--- config.mk ---
export PLATFORM = sky130hd
export DESIGN_NAME = circular_log_offset_mapper
export DESIGN_NICKNAME = d
export VERILOG_FILES = /design/src/rtl/core/clom_pkg.sv /design/src/rtl/core/clom_div.sv /design/src/rtl/core/clom_ctrl.sv /design/src/rtl/core/clom_dp.sv /design/src/rtl/core/circular_log_offset_mapper.sv
export SDC_FILE = /design/constraint.sdc
export NUM_CORES = 2
export LEC_CHECK = 0
export ABC_AREA = 1
export BUFFER_PORTS_ARGS = -buffer_cell sky130_fd_sc_hd__clkbuf_2
export CAP_MARGIN = 15
export CORE_MARGIN = 5
export CORE_UTILIZATION = 35
export DETAILED_ROUTE_END_ITERATION = 10
export PLACE_DENSITY = 0.6
export SYNTH_ARGS = -nofsm -noshare
export SYNTH_HDL_FRONTEND = slang
export SYNTH_SLANG_ARGS = --single-unit
--- constraint.sdc ---
create_clock -name aclk -period 12.5 [get_ports aclk]
set_input_delay 2.5 -clock aclk [delete_from_list [all_inputs] [get_ports aclk]]
set_output_delay 2.5 -clock aclk [all_outputs]
set_load 0.005 [all_outputs]
--- src/rtl/core/clom_pkg.sv ---
// Shared types and constants for the circular log offset mapper.
// No dependencies; clom_ctrl, clom_dp and the top level refer to this package.
`timescale 1ns / 1ps

package clom_pkg;

    // Field and register widths
    localparam int SEQ_W        = 64;
    localparam int OFF_W        = 33;
    localparam int FB_W         = 32;
    localparam int FC_W         = 7;
    localparam int CAP_W        = FB_W + FC_W;
    localparam int STEP_W       = 7;
    localparam int RING_W       = 32;
    localparam int CFG_IDX_W    = 2;
    localparam int CFG_DATA_W   = 32;
    localparam int S_TDATA_W    = 64;
    localparam int M_TDATA_W    = 40;

    // Defaults
    localparam int unsigned HEADER_BYTES_DEF = 2048;
    localparam int unsigned START_LSN_DEF    = 8192;
    localparam logic [FB_W-1:0] FILE_BYTES_RST = 32'd16777216;
    localparam logic [FC_W-1:0] FILE_COUNT_RST = 7'd2;

    // Register indexes on the configuration channel
    typedef enum logic [CFG_IDX_W-1:0] {
        CFG_FILE_BYTES = 2'd0,
        CFG_FILE_COUNT = 2'd1
    } cfg_index_t;

    // Operation selected for the shared divider
    typedef enum logic [1:0] {
        DIV_BASE_FILE = 2'd0,   // base_offset / file_bytes
        DIV_BASE_RING = 2'd1,   // stripped base % capacity
        DIV_DIST      = 2'd2,   // |seq - base_seq| % capacity
        DIV_RING_FILE = 2'd3    // ring / usable
    } div_op_t;

    typedef struct packed {
        logic    load;
        logic    cap_en;
        logic    div_start;
        div_op_t div_op;
        logic    keep_mod;
        logic    strip_en;
        logic    dist_en;
        logic    ring_en;
        logic    real_en;
        logic    finish;
    } dp_cmd_t;

    typedef struct packed {
        logic cap_zero;
        logic div_done;
        logic out_free;
    } dp_status_t;

endpackage

--- src/rtl/core/clom_div.sv ---
// Serial restoring divider, one quotient bit per cycle.
// Depends on nothing; instantiated by clom_dp.
`timescale 1ns / 1ps

module clom_div #(
    parameter int DVD_W = 64,
    parameter int DSR_W = 39,
    parameter int CNT_W = 7
) (
    input  logic             aclk,
    input  logic             aresetn,
    input  logic             start,
    input  logic [DVD_W-1:0] dividend,   // left aligned, top 'steps' bits used
    input  logic [DSR_W-1:0] divisor,
    input  logic [CNT_W-1:0] steps,
    output logic             done,
    output logic [DVD_W-1:0] quotient,   // quotient in the low 'steps' bits
    output logic [DSR_W-1:0] remainder
);

    logic [DVD_W-1:0] dvd_reg;
    logic [DSR_W-1:0] dsr_reg;
    logic [DSR_W-1:0] rem_reg;
    logic [CNT_W-1:0] cnt_reg;
    logic             run_reg;
    logic             done_reg;

    logic [DSR_W:0]   rem_shift;
    logic [DSR_W:0]   rem_sub;
    logic             take;

    always_comb begin
        rem_shift = {rem_reg, dvd_reg[DVD_W-1]};
        rem_sub   = rem_shift - {1'b0, dsr_reg};
        take      = (rem_shift >= {1'b0, dsr_reg});
    end

    always_ff @(posedge aclk) begin
        if (!aresetn) begin
            run_reg  <= 1'b0;
            done_reg <= 1'b0;
            cnt_reg  <= '0;
        end else begin
            done_reg <= 1'b0;
            if (start) begin
                run_reg <= 1'b1;
                cnt_reg <= steps;
            end else if (run_reg) begin
                cnt_reg <= cnt_reg - CNT_W'(1);
                if (cnt_reg == CNT_W'(1)) begin
                    run_reg  <= 1'b0;
                    done_reg <= 1'b1;
                end
            end
        end
    end

    always_ff @(posedge aclk) begin
        if (start) begin
            dvd_reg <= dividend;
            dsr_reg <= divisor;
            rem_reg <= '0;
        end else if (run_reg) begin
            dvd_reg <= {dvd_reg[DVD_W-2:0], take};
            rem_reg <= take ? rem_sub[DSR_W-1:0] : rem_shift[DSR_W-1:0];
        end
    end

    assign done      = done_reg;
    assign quotient  = dvd_reg;
    assign remainder = rem_reg;

endmodule

--- src/rtl/core/clom_ctrl.sv ---
// Sequencer of the offset mapper: steps the datapath through its phases.
// Depends on clom_pkg (command and status structs).
`timescale 1ns / 1ps

module clom_ctrl (
    input  logic                 aclk,
    input  logic                 aresetn,
    input  logic                 s_tvalid,
    output logic                 s_tready,
    input  clom_pkg::dp_status_t status,
    output clom_pkg::dp_cmd_t    cmd
);

    typedef enum logic [15:0] {
        ST_IDLE    = 16'h0001,
        ST_CAP     = 16'h0002,
        ST_D1_GO   = 16'h0004,
        ST_D1_WAIT = 16'h0008,
        ST_STRIP   = 16'h0010,
        ST_D2_GO   = 16'h0020,
        ST_D2_WAIT = 16'h0040,
        ST_D3_GO   = 16'h0080,
        ST_D3_WAIT = 16'h0100,
        ST_DIST    = 16'h0200,
        ST_RING    = 16'h0400,
        ST_D4_GO   = 16'h0800,
        ST_D4_WAIT = 16'h1000,
        ST_REAL    = 16'h2000,
        ST_DONE    = 16'h4000,
        ST_SPARE   = 16'h8000
    } state_t;

    state_t state_reg;
    state_t state_next;

    always_comb begin
        state_next = state_reg;
        cmd        = '0;
        cmd.div_op = clom_pkg::DIV_BASE_FILE;
        case (state_reg)
            ST_IDLE: begin
                if (s_tvalid) begin
                    cmd.load   = 1'b1;
                    state_next = ST_CAP;
                end
            end
            ST_CAP: begin
                cmd.cap_en = 1'b1;
                state_next = ST_D1_GO;
            end
            ST_D1_GO: begin
                // zero capacity: skip all arithmetic, report an error
                if (status.cap_zero) begin
                    state_next = ST_DONE;
                end else begin
                    cmd.div_start = 1'b1;
                    state_next    = ST_D1_WAIT;
                end
            end
            ST_D1_WAIT: begin
                if (status.div_done) state_next = ST_STRIP;
            end
            ST_STRIP: begin
                cmd.strip_en = 1'b1;
                state_next   = ST_D2_GO;
            end
            ST_D2_GO: begin
                cmd.div_start = 1'b1;
                cmd.div_op    = clom_pkg::DIV_BASE_RING;
                state_next    = ST_D2_WAIT;
            end
            ST_D2_WAIT: begin
                if (status.div_done) state_next = ST_D3_GO;
            end
            ST_D3_GO: begin
                cmd.keep_mod  = 1'b1;
                cmd.div_start = 1'b1;
                cmd.div_op    = clom_pkg::DIV_DIST;
                state_next    = ST_D3_WAIT;
            end
            ST_D3_WAIT: begin
                if (status.div_done) state_next = ST_DIST;
            end
            ST_DIST: begin
                cmd.dist_en = 1'b1;
                state_next  = ST_RING;
            end
            ST_RING: begin
                cmd.ring_en = 1'b1;
                state_next  = ST_D4_GO;
            end
            ST_D4_GO: begin
                cmd.div_start = 1'b1;
                cmd.div_op    = clom_pkg::DIV_RING_FILE;
                state_next    = ST_D4_WAIT;
            end
            ST_D4_WAIT: begin
                if (status.div_done) state_next = ST_REAL;
            end
            ST_REAL: begin
                cmd.real_en = 1'b1;
                state_next  = ST_DONE;
            end
            ST_DONE: begin
                // hold until the output register can take the result
                if (status.out_free) begin
                    cmd.finish = 1'b1;
                    state_next = ST_IDLE;
                end
            end
            default: begin
                state_next = ST_IDLE;
            end
        endcase
    end

    always_ff @(posedge aclk) begin
        if (!aresetn) begin
            state_reg <= ST_IDLE;
        end else begin
            state_reg <= state_next;
        end
    end

    assign s_tready = (state_reg == ST_IDLE);

endmodule

--- src/rtl/core/clom_dp.sv ---
// Datapath of the offset mapper: config and base registers, shared divider,
// intermediate results and the output register.
// Depends on clom_pkg and clom_div.
`timescale 1ns / 1ps

module clom_dp #(
    parameter int unsigned HEADER_BYTES = clom_pkg::HEADER_BYTES_DEF,
    parameter int unsigned START_LSN    = clom_pkg::START_LSN_DEF
) (
    input  logic                              aclk,
    input  logic                              aresetn,
    input  logic                              cfg_valid,
    input  logic [clom_pkg::CFG_IDX_W-1:0]    cfg_index,
    input  logic [clom_pkg::CFG_DATA_W-1:0]   cfg_data,
    input  logic                              in_mode,
    input  logic [clom_pkg::SEQ_W-1:0]        in_seq,
    input  clom_pkg::dp_cmd_t                 cmd,
    output clom_pkg::dp_status_t              status,
    output logic                              m_tvalid,
    input  logic                              m_tready,
    output logic [clom_pkg::OFF_W-1:0]        m_offset,
    output logic                              m_error
);

    localparam int SEQ_W   = clom_pkg::SEQ_W;
    localparam int OFF_W   = clom_pkg::OFF_W;
    localparam int FB_W    = clom_pkg::FB_W;
    localparam int FC_W    = clom_pkg::FC_W;
    localparam int CAP_W   = clom_pkg::CAP_W;
    localparam int RING_W  = clom_pkg::RING_W;
    localparam int STEP_W  = clom_pkg::STEP_W;
    localparam int HDR_W   = $clog2(HEADER_BYTES + 1);
    localparam int STRIP_W = OFF_W + 1 + HDR_W;
    localparam int REAL_W  = RING_W + 2 + HDR_W;

    // Configuration and base pair
    logic [FB_W-1:0]  file_bytes_reg;
    logic [FC_W-1:0]  file_count_reg;
    logic [SEQ_W-1:0] base_seq_reg;
    logic [OFF_W-1:0] base_offset_reg;

    // Per-item working registers
    logic             mode_reg;
    logic [SEQ_W-1:0] seq_reg;
    logic             fwd_reg;
    logic [SEQ_W-1:0] diff_reg;
    logic [FB_W-1:0]  usable_reg;
    logic [CAP_W-1:0] cap_reg;
    logic [OFF_W-1:0] base_ring_reg;
    logic [CAP_W-1:0] base_mod_reg;
    logic [CAP_W-1:0] dist_reg;
    logic [CAP_W-1:0] ring_reg;
    logic             ring_err_reg;
    logic [REAL_W-1:0] real_reg;

    // Output register
    logic             m_valid_reg;
    logic [OFF_W-1:0] m_offset_reg;
    logic             m_error_reg;

    // Divider hookup
    logic [SEQ_W-1:0]  div_dvd;
    logic [CAP_W-1:0]  div_dsr;
    logic [STEP_W-1:0] div_steps;
    logic              div_done;
    logic [SEQ_W-1:0]  div_quot;
    logic [CAP_W-1:0]  div_rem;

    logic [STRIP_W-1:0] strip;
    logic [STRIP_W-1:0] base_ext;
    logic [CAP_W:0]     ring_sum;
    logic [CAP_W:0]     ring_wrap;
    logic [CAP_W-1:0]   ring_next;
    logic [REAL_W-1:0]  hdr_total;
    logic               real_err;
    logic               item_err;

    always_comb begin
        case (cmd.div_op)
            clom_pkg::DIV_BASE_FILE: begin
                div_dvd   = {base_offset_reg, {(SEQ_W-OFF_W){1'b0}}};
                div_dsr   = CAP_W'(file_bytes_reg);
                div_steps = STEP_W'(OFF_W);
            end
            clom_pkg::DIV_BASE_RING: begin
                div_dvd   = {base_ring_reg, {(SEQ_W-OFF_W){1'b0}}};
                div_dsr   = cap_reg;
                div_steps = STEP_W'(OFF_W);
            end
            clom_pkg::DIV_DIST: begin
                div_dvd   = diff_reg;
                div_dsr   = cap_reg;
                div_steps = STEP_W'(SEQ_W);
            end
            clom_pkg::DIV_RING_FILE: begin
                div_dvd   = {ring_reg[RING_W-1:0], {(SEQ_W-RING_W){1'b0}}};
                div_dsr   = CAP_W'(usable_reg);
                div_steps = STEP_W'(RING_W);
            end
            default: begin
                div_dvd   = diff_reg;
                div_dsr   = cap_reg;
                div_steps = STEP_W'(SEQ_W);
            end
        endcase
    end

    clom_div #(
        .DVD_W (SEQ_W),
        .DSR_W (CAP_W),
        .CNT_W (STEP_W)
    ) u_div (
        .aclk      (aclk),
        .aresetn   (aresetn),
        .start     (cmd.div_start),
        .dividend  (div_dvd),
        .divisor   (div_dsr),
        .steps     (div_steps),
        .done      (div_done),
        .quotient  (div_quot),
        .remainder (div_rem)
    );

    always_comb begin
        // headers ahead of the base: HEADER_BYTES * (1 + base_offset / file_bytes)
        strip    = (STRIP_W'(div_quot[OFF_W-1:0]) + STRIP_W'(1)) * STRIP_W'(HEADER_BYTES);
        base_ext = STRIP_W'(base_offset_reg);
        ring_sum  = (CAP_W+1)'(base_mod_reg) + (CAP_W+1)'(dist_reg);
        ring_wrap = ring_sum - (CAP_W+1)'(cap_reg);
        ring_next = (ring_sum >= (CAP_W+1)'(cap_reg)) ? ring_wrap[CAP_W-1:0]
                                                      : ring_sum[CAP_W-1:0];
        hdr_total = (REAL_W'(div_quot[RING_W-1:0]) + REAL_W'(1)) * REAL_W'(HEADER_BYTES);
        real_err  = |real_reg[REAL_W-1:OFF_W];
        item_err  = (cap_reg == '0) || ring_err_reg || real_err;
    end

    // Configuration writes and base pair
    always_ff @(posedge aclk) begin
        if (!aresetn) begin
            file_bytes_reg  <= clom_pkg::FILE_BYTES_RST;
            file_count_reg  <= clom_pkg::FILE_COUNT_RST;
            base_seq_reg    <= SEQ_W'(START_LSN);
            base_offset_reg <= OFF_W'(HEADER_BYTES);
        end else begin
            if (cfg_valid && cfg_index == clom_pkg::CFG_FILE_BYTES) begin
                file_bytes_reg <= cfg_data[FB_W-1:0];
            end
            if (cfg_valid && cfg_index == clom_pkg::CFG_FILE_COUNT) begin
                file_count_reg <= cfg_data[FC_W-1:0];
            end
            if (cmd.finish && mode_reg && !item_err) begin
                base_seq_reg    <= seq_reg;
                base_offset_reg <= real_reg[OFF_W-1:0];
            end
        end
    end

    // Working registers
    always_ff @(posedge aclk) begin
        if (cmd.load) begin
            mode_reg   <= in_mode;
            seq_reg    <= in_seq;
            fwd_reg    <= (in_seq >= base_seq_reg);
            diff_reg   <= (in_seq >= base_seq_reg) ? in_seq - base_seq_reg
                                                   : base_seq_reg - in_seq;
            usable_reg <= (file_bytes_reg > FB_W'(HEADER_BYTES))
                        ? file_bytes_reg - FB_W'(HEADER_BYTES) : '0;
        end
        if (cmd.cap_en) begin
            cap_reg <= CAP_W'(usable_reg) * CAP_W'(file_count_reg);
        end
        if (cmd.strip_en) begin
            base_ring_reg <= (base_ext > strip) ? OFF_W'(base_ext - strip) : '0;
        end
        if (cmd.keep_mod) begin
            base_mod_reg <= div_rem;
        end
        if (cmd.dist_en) begin
            // backward distance wraps around the ring
            if (fwd_reg || div_rem == '0) begin
                dist_reg <= fwd_reg ? div_rem : '0;
            end else begin
                dist_reg <= cap_reg - div_rem;
            end
        end
        if (cmd.ring_en) begin
            ring_reg     <= ring_next;
            ring_err_reg <= |ring_next[CAP_W-1:RING_W];
        end
        if (cmd.real_en) begin
            real_reg <= REAL_W'(ring_reg[RING_W-1:0]) + hdr_total;
        end
    end

    // Output register
    always_ff @(posedge aclk) begin
        if (!aresetn) begin
            m_valid_reg <= 1'b0;
        end else if (cmd.finish) begin
            m_valid_reg <= 1'b1;
        end else if (m_tready) begin
            m_valid_reg <= 1'b0;
        end
    end

    always_ff @(posedge aclk) begin
        if (cmd.finish) begin
            m_offset_reg <= item_err ? '0 : real_reg[OFF_W-1:0];
            m_error_reg  <= item_err;
        end
    end

    assign status.cap_zero = (cap_reg == '0);
    assign status.div_done = div_done;
    assign status.out_free = !m_valid_reg || m_tready;

    assign m_tvalid = m_valid_reg;
    assign m_offset = m_offset_reg;
    assign m_error  = m_error_reg;

endmodule

--- src/rtl/core/circular_log_offset_mapper.sv ---
// Top level of the circular log offset mapper: ports, controller, datapath.
// Depends on clom_pkg, clom_ctrl and clom_dp (which holds clom_div).
`timescale 1ns / 1ps
//
//  Channel  Direction  Handshake          Payload
//  -------  ---------  -----------------  --------------------------------------
//  s_       in         s_tvalid/s_tready  tdata: seq_number; tuser: mode
//  m_       out        m_tvalid/m_tready  tdata: real_offset; tuser: range_error
//  cfg_     in         cfg_valid/ready    cfg_index: register, cfg_data: value
//
//  Each request is taken only after the previous one has finished: one shared
//  radix-2 divider runs 33 + 33 + 64 + 32 steps (base/file size, base %
//  capacity, distance % capacity, ring/usable), and the controller waits for
//  its done pulse after each run. With zero capacity the request skips the
//  divisions and finishes with range_error set.
//  Reset (aresetn low, synchronous) restores file_bytes, file_count and the
//  base pair. A finished result sits in the output register, so the next
//  request is taken while m_tready stalls; the block stalls only when a
//  second result is ready and the first has not been taken.

module circular_log_offset_mapper #(
    parameter int unsigned HEADER_BYTES = clom_pkg::HEADER_BYTES_DEF,
    parameter int unsigned START_LSN    = clom_pkg::START_LSN_DEF
) (
    input  logic                             aclk,
    input  logic                             aresetn,
    // Request channel
    input  logic                             s_tvalid,
    output logic                             s_tready,
    input  logic [clom_pkg::S_TDATA_W-1:0]   s_tdata,   // [63:0] seq_number
    input  logic [0:0]                       s_tuser,   // [0] mode
    // Result channel
    output logic                             m_tvalid,
    input  logic                             m_tready,
    output logic [clom_pkg::M_TDATA_W-1:0]   m_tdata,   // [32:0] real_offset, rest zero
    output logic [0:0]                       m_tuser,   // [0] range_error
    // Configuration write channel
    input  logic                             cfg_valid,
    output logic                             cfg_ready,
    input  logic [clom_pkg::CFG_IDX_W-1:0]   cfg_index,
    input  logic [clom_pkg::CFG_DATA_W-1:0]  cfg_data
);

    clom_pkg::dp_cmd_t    cmd;
    clom_pkg::dp_status_t status;

    logic [clom_pkg::OFF_W-1:0] offset;
    logic                       error;

    // The user must write configuration only while idle; the block does not enforce this and takes every write at once.
    assign cfg_ready = 1'b1;

    clom_ctrl u_ctrl (
        .aclk     (aclk),
        .aresetn  (aresetn),
        .s_tvalid (s_tvalid),
        .s_tready (s_tready),
        .status   (status),
        .cmd      (cmd)
    );

    clom_dp #(
        .HEADER_BYTES (HEADER_BYTES),
        .START_LSN    (START_LSN)
    ) u_dp (
        .aclk      (aclk),
        .aresetn   (aresetn),
        .cfg_valid (cfg_valid),
        .cfg_index (cfg_index),
        .cfg_data  (cfg_data),
        .in_mode   (s_tuser[0]),
        .in_seq    (s_tdata),
        .cmd       (cmd),
        .status    (status),
        .m_tvalid  (m_tvalid),
        .m_tready  (m_tready),
        .m_offset  (offset),
        .m_error   (error)
    );

    // Pad the offset up to whole bytes.
    assign m_tdata = {{(clom_pkg::M_TDATA_W-clom_pkg::OFF_W){1'b0}}, offset};
    assign m_tuser = error;

endmodule
## Word-level counts from Yosys, hierarchy flattened

Cells that the tools add are included.
Widths: inputs -> output; s select.

- $add $sub $neg: 12
- Multiply operators: 1
- Order comparisons: 5
- Equal/unequal tests: 26
- Muxes and demuxes: 39
- Bitwise logic cells: 2
- Reduce and logical (&&, ||, !) cells: 23

Operators by type and width:

| cell | number |
|---|---|
| $pmux 64 s4 | 1 |
| $pmux 16 s15 | 1 |
| $mux 64 | 3 |
| $mux 39 | 4 |
| $sub 64x64->64 | 2 |
| $pmux 39 s3 | 1 |
| $sub 39x39->39 | 3 |
| $mux 16 | 6 |
| $ge 40x39->1 | 2 |
| $logic_not 39->1 | 2 |
| $ge 64x64->1 | 1 |
| $add 32x44->45 | 1 |
| $gt 33x45->1 | 1 |
| $add 39x39->40 | 1 |
| $mul 32x7->39 | 1 |
| $add 33x1->34 const B | 1 |
| $add 32x1->33 const B | 1 |
| $sub 33x33->33 | 1 |
| $gt 32x12->1 const B | 1 |
| $sub 32x12->32 const B | 1 |
| $pmux 7 s3 | 1 |
| $mux 1 | 17 |
| $eq 16x1->1 const B | 1 |
| $eq 16x10->1 const B | 1 |
| other kinds (34) | 53 |

- Register bits after elaboration: 729
- Input bits: 104

## Depth between registers and ports, before layout

- Word-level depth: 6
- Depth in mapped cells: 31
- Gate-level depth less buffers: 30

## Modules after synthesis

From an unflattened synthesis, not the netlist that was laid out.

- Cell total of the unflattened synthesis: 7,969
- Area, all modules: 58,924.0 um^2

Modules (own cells, without submodules):

| module | instances | cells an instance | area an instance (um^2) | seq. area each (um^2) |
|---|---|---|---|---|
| clom_dp | 1 | 6,507 | 48,679.2 | 15,474.8 |
| clom_div | 1 | 1,296 | 9,133.8 | 4,053.9 |
| clom_ctrl | 1 | 156 | 1,043.5 | 300.3 |
| circular_log_offset_mapper | 1 | 10 | 67.6 | 0.0 |

## Worst setup path before layout

OpenSTA, ideal clock, no wires.

- Kind: input port to flip-flop
- Start point: in s_tvalid
- End point: reg u_dp.diff_reg[0], enable pin
- Arrival time: 9.201 ns
- Data required time: 11.815 ns
- Setup slack: 2.614 ns
- Cell stages on the path: 2
- Buffers on the path: 0
- Cell sequence: inv_1 nor2_1

RTL lines:

| item | line | RTL |
|---|---|---|
| from (decl) | circular_log_offset_mapper.sv:28 | `input logic s_tvalid,` |
| to (signal assigned) | clom_dp.sv:164 | `diff_reg <= (in_seq >= base_seq_reg) ? in_seq - base_seq_reg` |
| to (decl) | clom_dp.sv:46 | `logic [SEQ_W-1:0] diff_reg;` |

## Worst setup path after layout

- Start point: reg u_dp.file_count_reg[3]
- End point: reg u_dp.cap_reg[32], data pin

- Cells in the longest elaborated chain, start to end: 1

RTL lines:

| item | line | RTL |
|---|---|---|
| from (decl) | clom_dp.sv:38 | `logic [FC_W-1:0] file_count_reg;` |
| from (signal assigned) | clom_dp.sv:141 | `file_count_reg <= clom_pkg::FILE_COUNT_RST;` |
| from (signal assigned) | clom_dp.sv:149 | `file_count_reg <= cfg_data[FC_W-1:0];` |
| $mul 32x7->39 | clom_dp.sv:170 | `cap_reg <= CAP_W'(usable_reg) * CAP_W'(file_count_reg);` |
| to (signal assigned) | clom_dp.sv:170 |  |
| to (decl) | clom_dp.sv:48 | `logic [CAP_W-1:0] cap_reg;` |

No other way between the ends.
A chain may end at the register's enable or synchronous reset.

==> summary.md <==
| Metric | Value |
|---|---|
| CP Capture Type | `flip-flop` |
| Yosys cell types | `63` |
| Slew @ Worst Pin | `1.15 ns` |
| Max-slew violation count | `0` |
| Share of layout cells above drive strength 1 | `0.0529` |
| Mapped Avg Cell Area | `7.36 µm²` |
| ANT nets after route | `0` |
| Post-synth top area share | `0.269` |
| Crit path arrival time | `6.23 ns` |
| Die X | `420 µm` |
| Slowest CP cell | `dfxtp_1` |
| First-pass GRT wire length | `350000 µm` |
| CTS Buf Count | `86` |
| Final Instance Area | `0.0647 mm²` |
| Pleak | `28.9 nW` |
| Min setup slack post-route | `6.75 ns` |
| Mapped Area | `0.0589 mm²` |
| Status | `complete, no violations` |
| Tmin final | `5.75 ns` |
| Hold WS | `0.458 ns` |
| Total negative slack | `0 ns` |
| Leading area contributor after synthesis | `edfxtp_1` |
| Unrepaired setup endpoints after global routing | `no` |
| GRT overflow | `0` |
| GRT Total Usage | `0.266` |
| Final hold violations | `0` |
| GPL Wtd Cong | `1.00` |
| Worst path cell trace | `buf_4 > nand2_1 > fa_1 > fa_1 > inv_1 > fa_1 > inv_1 > fa_1 > inv_1 > ha_1 > nand2_1 > nor2_1 > inv_1 > nor3_1 > nand4_1 > nand3_1 > nand2_1 > nand2_1 > nand2_1 > nand2_1 > xor2_1` |
| Worst R2R Setup Slack | `6.75 ns` |
| Placed cell areas | `0.0616 mm²` |
| # Post-CTS Setup Buffers | `0` |
| Sequential cell area fraction in the yosys report | `0.337` |
| Syn. warnings | `0` |
| Vias per cell | `5.30` |
| CTS root buffer | `clkbuf_16` |
| DRT Wirelength | `240000 µm` |
| WP data required | `12.99 ns` |
| HP Class | `flip-flop to flip-flop` |
| Clk_skew | `0.0479 ns` |
| Ports | `148` |
| Max-cap violations | `0` |
| TritonCTS sink count | `727` |
| Post-synth EDFFs | `527` |
| Part of the cycle the worst path needs | `0.460` |
| Hold-fix buffers, CTS | `0` |
| R2r endpoint | `u_dp.cap_reg[32]$_DFFE_PP_` |
| CORE AREA | `0.167 mm²` |
| Vias | `54600` |
| I/O Buffers | `139` |
| Vias in the first global route | `53000` |
| Initial detailed-routing violation count | `4838` |
| Reg2reg path depth | `21` |
| Cts repair resizes | `0` |
| Routed WL per cell | `23.2 µm` |
| Leading cell type in the layout, fill and taps excluded | `nand2_1` |
| Initial core utilization | `0.352` |
| DR pass1 iterations | `8` |
| Synth area leaders | `edfxtp_1 (27%), nand2_1 (12%), ha_1 (8.3%)` |
| Layout Nets | `8683` |
| Synth Flop Type | `edfxtp_1` |
| Slew headroom | `0.224` |
| Async set-reset flop share out of synthesis | `0` |
| Most frequent cells in the layout | `nand2_1 (1815), inv_1 (1265), nor2_1 (900)` |
| Row cnt | `150` |
| Peak Freq | `174 MHz` |
| DRC viols | `0` |
| Max Buffers Root-to-Sink | `3` |
| Clock Pin Slew Worst Setup and Hold Paths | `0.06 ns` |
| Synth Register Bits | `727` |
| Cell Pwr Density | `147 mW/mm²` |
| Timing endpoint of the critical path | `u_dp.cap_reg[32]$_DFFE_PP_` |
| Post-DP HPWL | `198000 µm` |
| Startpoint Class | `flip-flop` |
| Worst r2r src | `u_dp.file_count_reg[3]$_SDFFE_PN0P_` |
| Die ar. | `0.177 mm²` |
| Largest net degree at the start of global routing | `91` |
| Largest fanout on the critical path | `17` |
| DIE HEIGHT | `420 µm` |
| Initial antenna violation count | `6` |
| Synthesized instance count | `7998` |
| H-tree level count | `3` |
| Synthesis-to-finish area growth | `9.91%` |
| Crit-path most repeated cell | `nand2_1` |
| CTS tree | `yes` |
| Setup crit start | `u_dp.file_count_reg[3]$_SDFFE_PN0P_` |
| Pre-CTS WS | `6.17 ns` |
| Final setup violation count | `0` |
| VDD IR max | `0.105 mV` |
| Clock latency on the worst-skew pair | `0.72 ns` |
| Crit Path Class | `flip-flop to flip-flop` |
| Slowest stage delay, CP | `0.91 ns` |
cells by family (layout without fill, tap and decap cells):
group           Yosys count  count (layout)  share of synthesized area
compound gates         1586            1586                      0.149
xor+xnor                323             323                     0.0483
fa+ha+maj               548             548                      0.136
buf+inv                1548            1648                      0.103
flops                   727             727                      0.337
other cells               2              15                   0.000128
simple gates           3264            3264                      0.226
layer usage:
metal / share of wire / wire, µm / vias up / track usage
li1: - / - / 26100 / -
met1: 0.46 / 111000 / 26300 / 0.380
met2: 0.45 / 107000 / 1911 / 0.424
met3: 0.062 / 14900 / 294 / 0.0334
met4: 0.029 / 6940 / 4 / 0.0757
met5: 0.00011 / 27 / - / 0
worst min path at each step:
stage | from | endpoint | slack (ns) | depth (start not counted)
6_report | u_dp.ring_reg[6]$_DFFE_PP_ | u_dp.real_reg[6]$_DFFE_PP_ | 0.46 | 0
5_1_grt | u_dp.ring_reg[6]$_DFFE_PP_ | u_dp.real_reg[6]$_DFFE_PP_ | 0.49 | 0
4_1_cts | u_dp.ring_reg[6]$_DFFE_PP_ | u_dp.real_reg[6]$_DFFE_PP_ | 0.46 | 0
3_5_place_dp | u_dp.seq_reg[13]$_DFFE_PP_ | u_dp.base_seq_reg[13]$_SDFFE_PN1P_ | 0.46 | 2
3_3_place_gp | u_dp.ring_reg[6]$_DFFE_PP_ | u_dp.real_reg[6]$_DFFE_PP_ | 0.45 | 0
2_1_floorplan | u_dp.ring_reg[0]$_DFFE_PP_ | u_dp.real_reg[0]$_DFFE_PP_ | 0.43 | 0
worst max-delay path, delay by kind of cell, from the launching register on:
kind | cells | cell delay (ns)
buffers and inverters | 5 | 0.61
DFF | 1 | 0.91
and+or+nand+nor | 10 | 1.26
adders and majority gates | 5 | 2.50
xor gates and xnor gates | 1 | 0.26
stage by stage:
| step | utilization | total power, mW | cells |
|---|---|---|---|
| final | 0.387 | 9.49 | 10300 |
| after global routing | 0.387 | 10.0 | 10300 |
| after CTS | 0.387 | 9.48 | 10300 |
| after detailed placement | 0.368 | 6.68 | 10100 |
| after global placement | 0.368 | 6.67 | 10100 |
| after floorplan | - | 5.45 | 8005 |
power breakdown:
| part | leakage, nW | switching [mW] | internal [mW] |
|---|---|---|---|
| combinational | 20.9 | 2.38 | 1.01 |
| clock | 1.51 | 1.11 | 1.67 |
| sequential | 6.46 | 0.341 | 2.97 |
| total | 28.9 | 3.83 | 5.65 |
cells in the mapped netlist, types with 55 or more instances:
library cell and n:
ha_1 391, nand4_1 91, inv_1 1268, fa_1 157, a21oi_1 612, o211ai_1 63
dfxtp_1 200, nor2_1 902, clkbuf_1 124, xor2_1 241, edfxtp_1 527, o21ai_0 574
nand3_1 249, nor3_1 71, o21bai_1 55, xnor2_1 80, nand2_1 1815, a211oi_1 67
layout make-up:
class	count	area (µm²)
multi-input combinational	5730	33100
fill	17600	103000
inverter	1298	4870
sequential	727	19800
clock inverter	50	704
clock buffer	112	2390
antenna	6	15.0
timing repair buffer	188	1080
tap	2204	2760
Note: power is estimated with default switching activity, not from simulation.
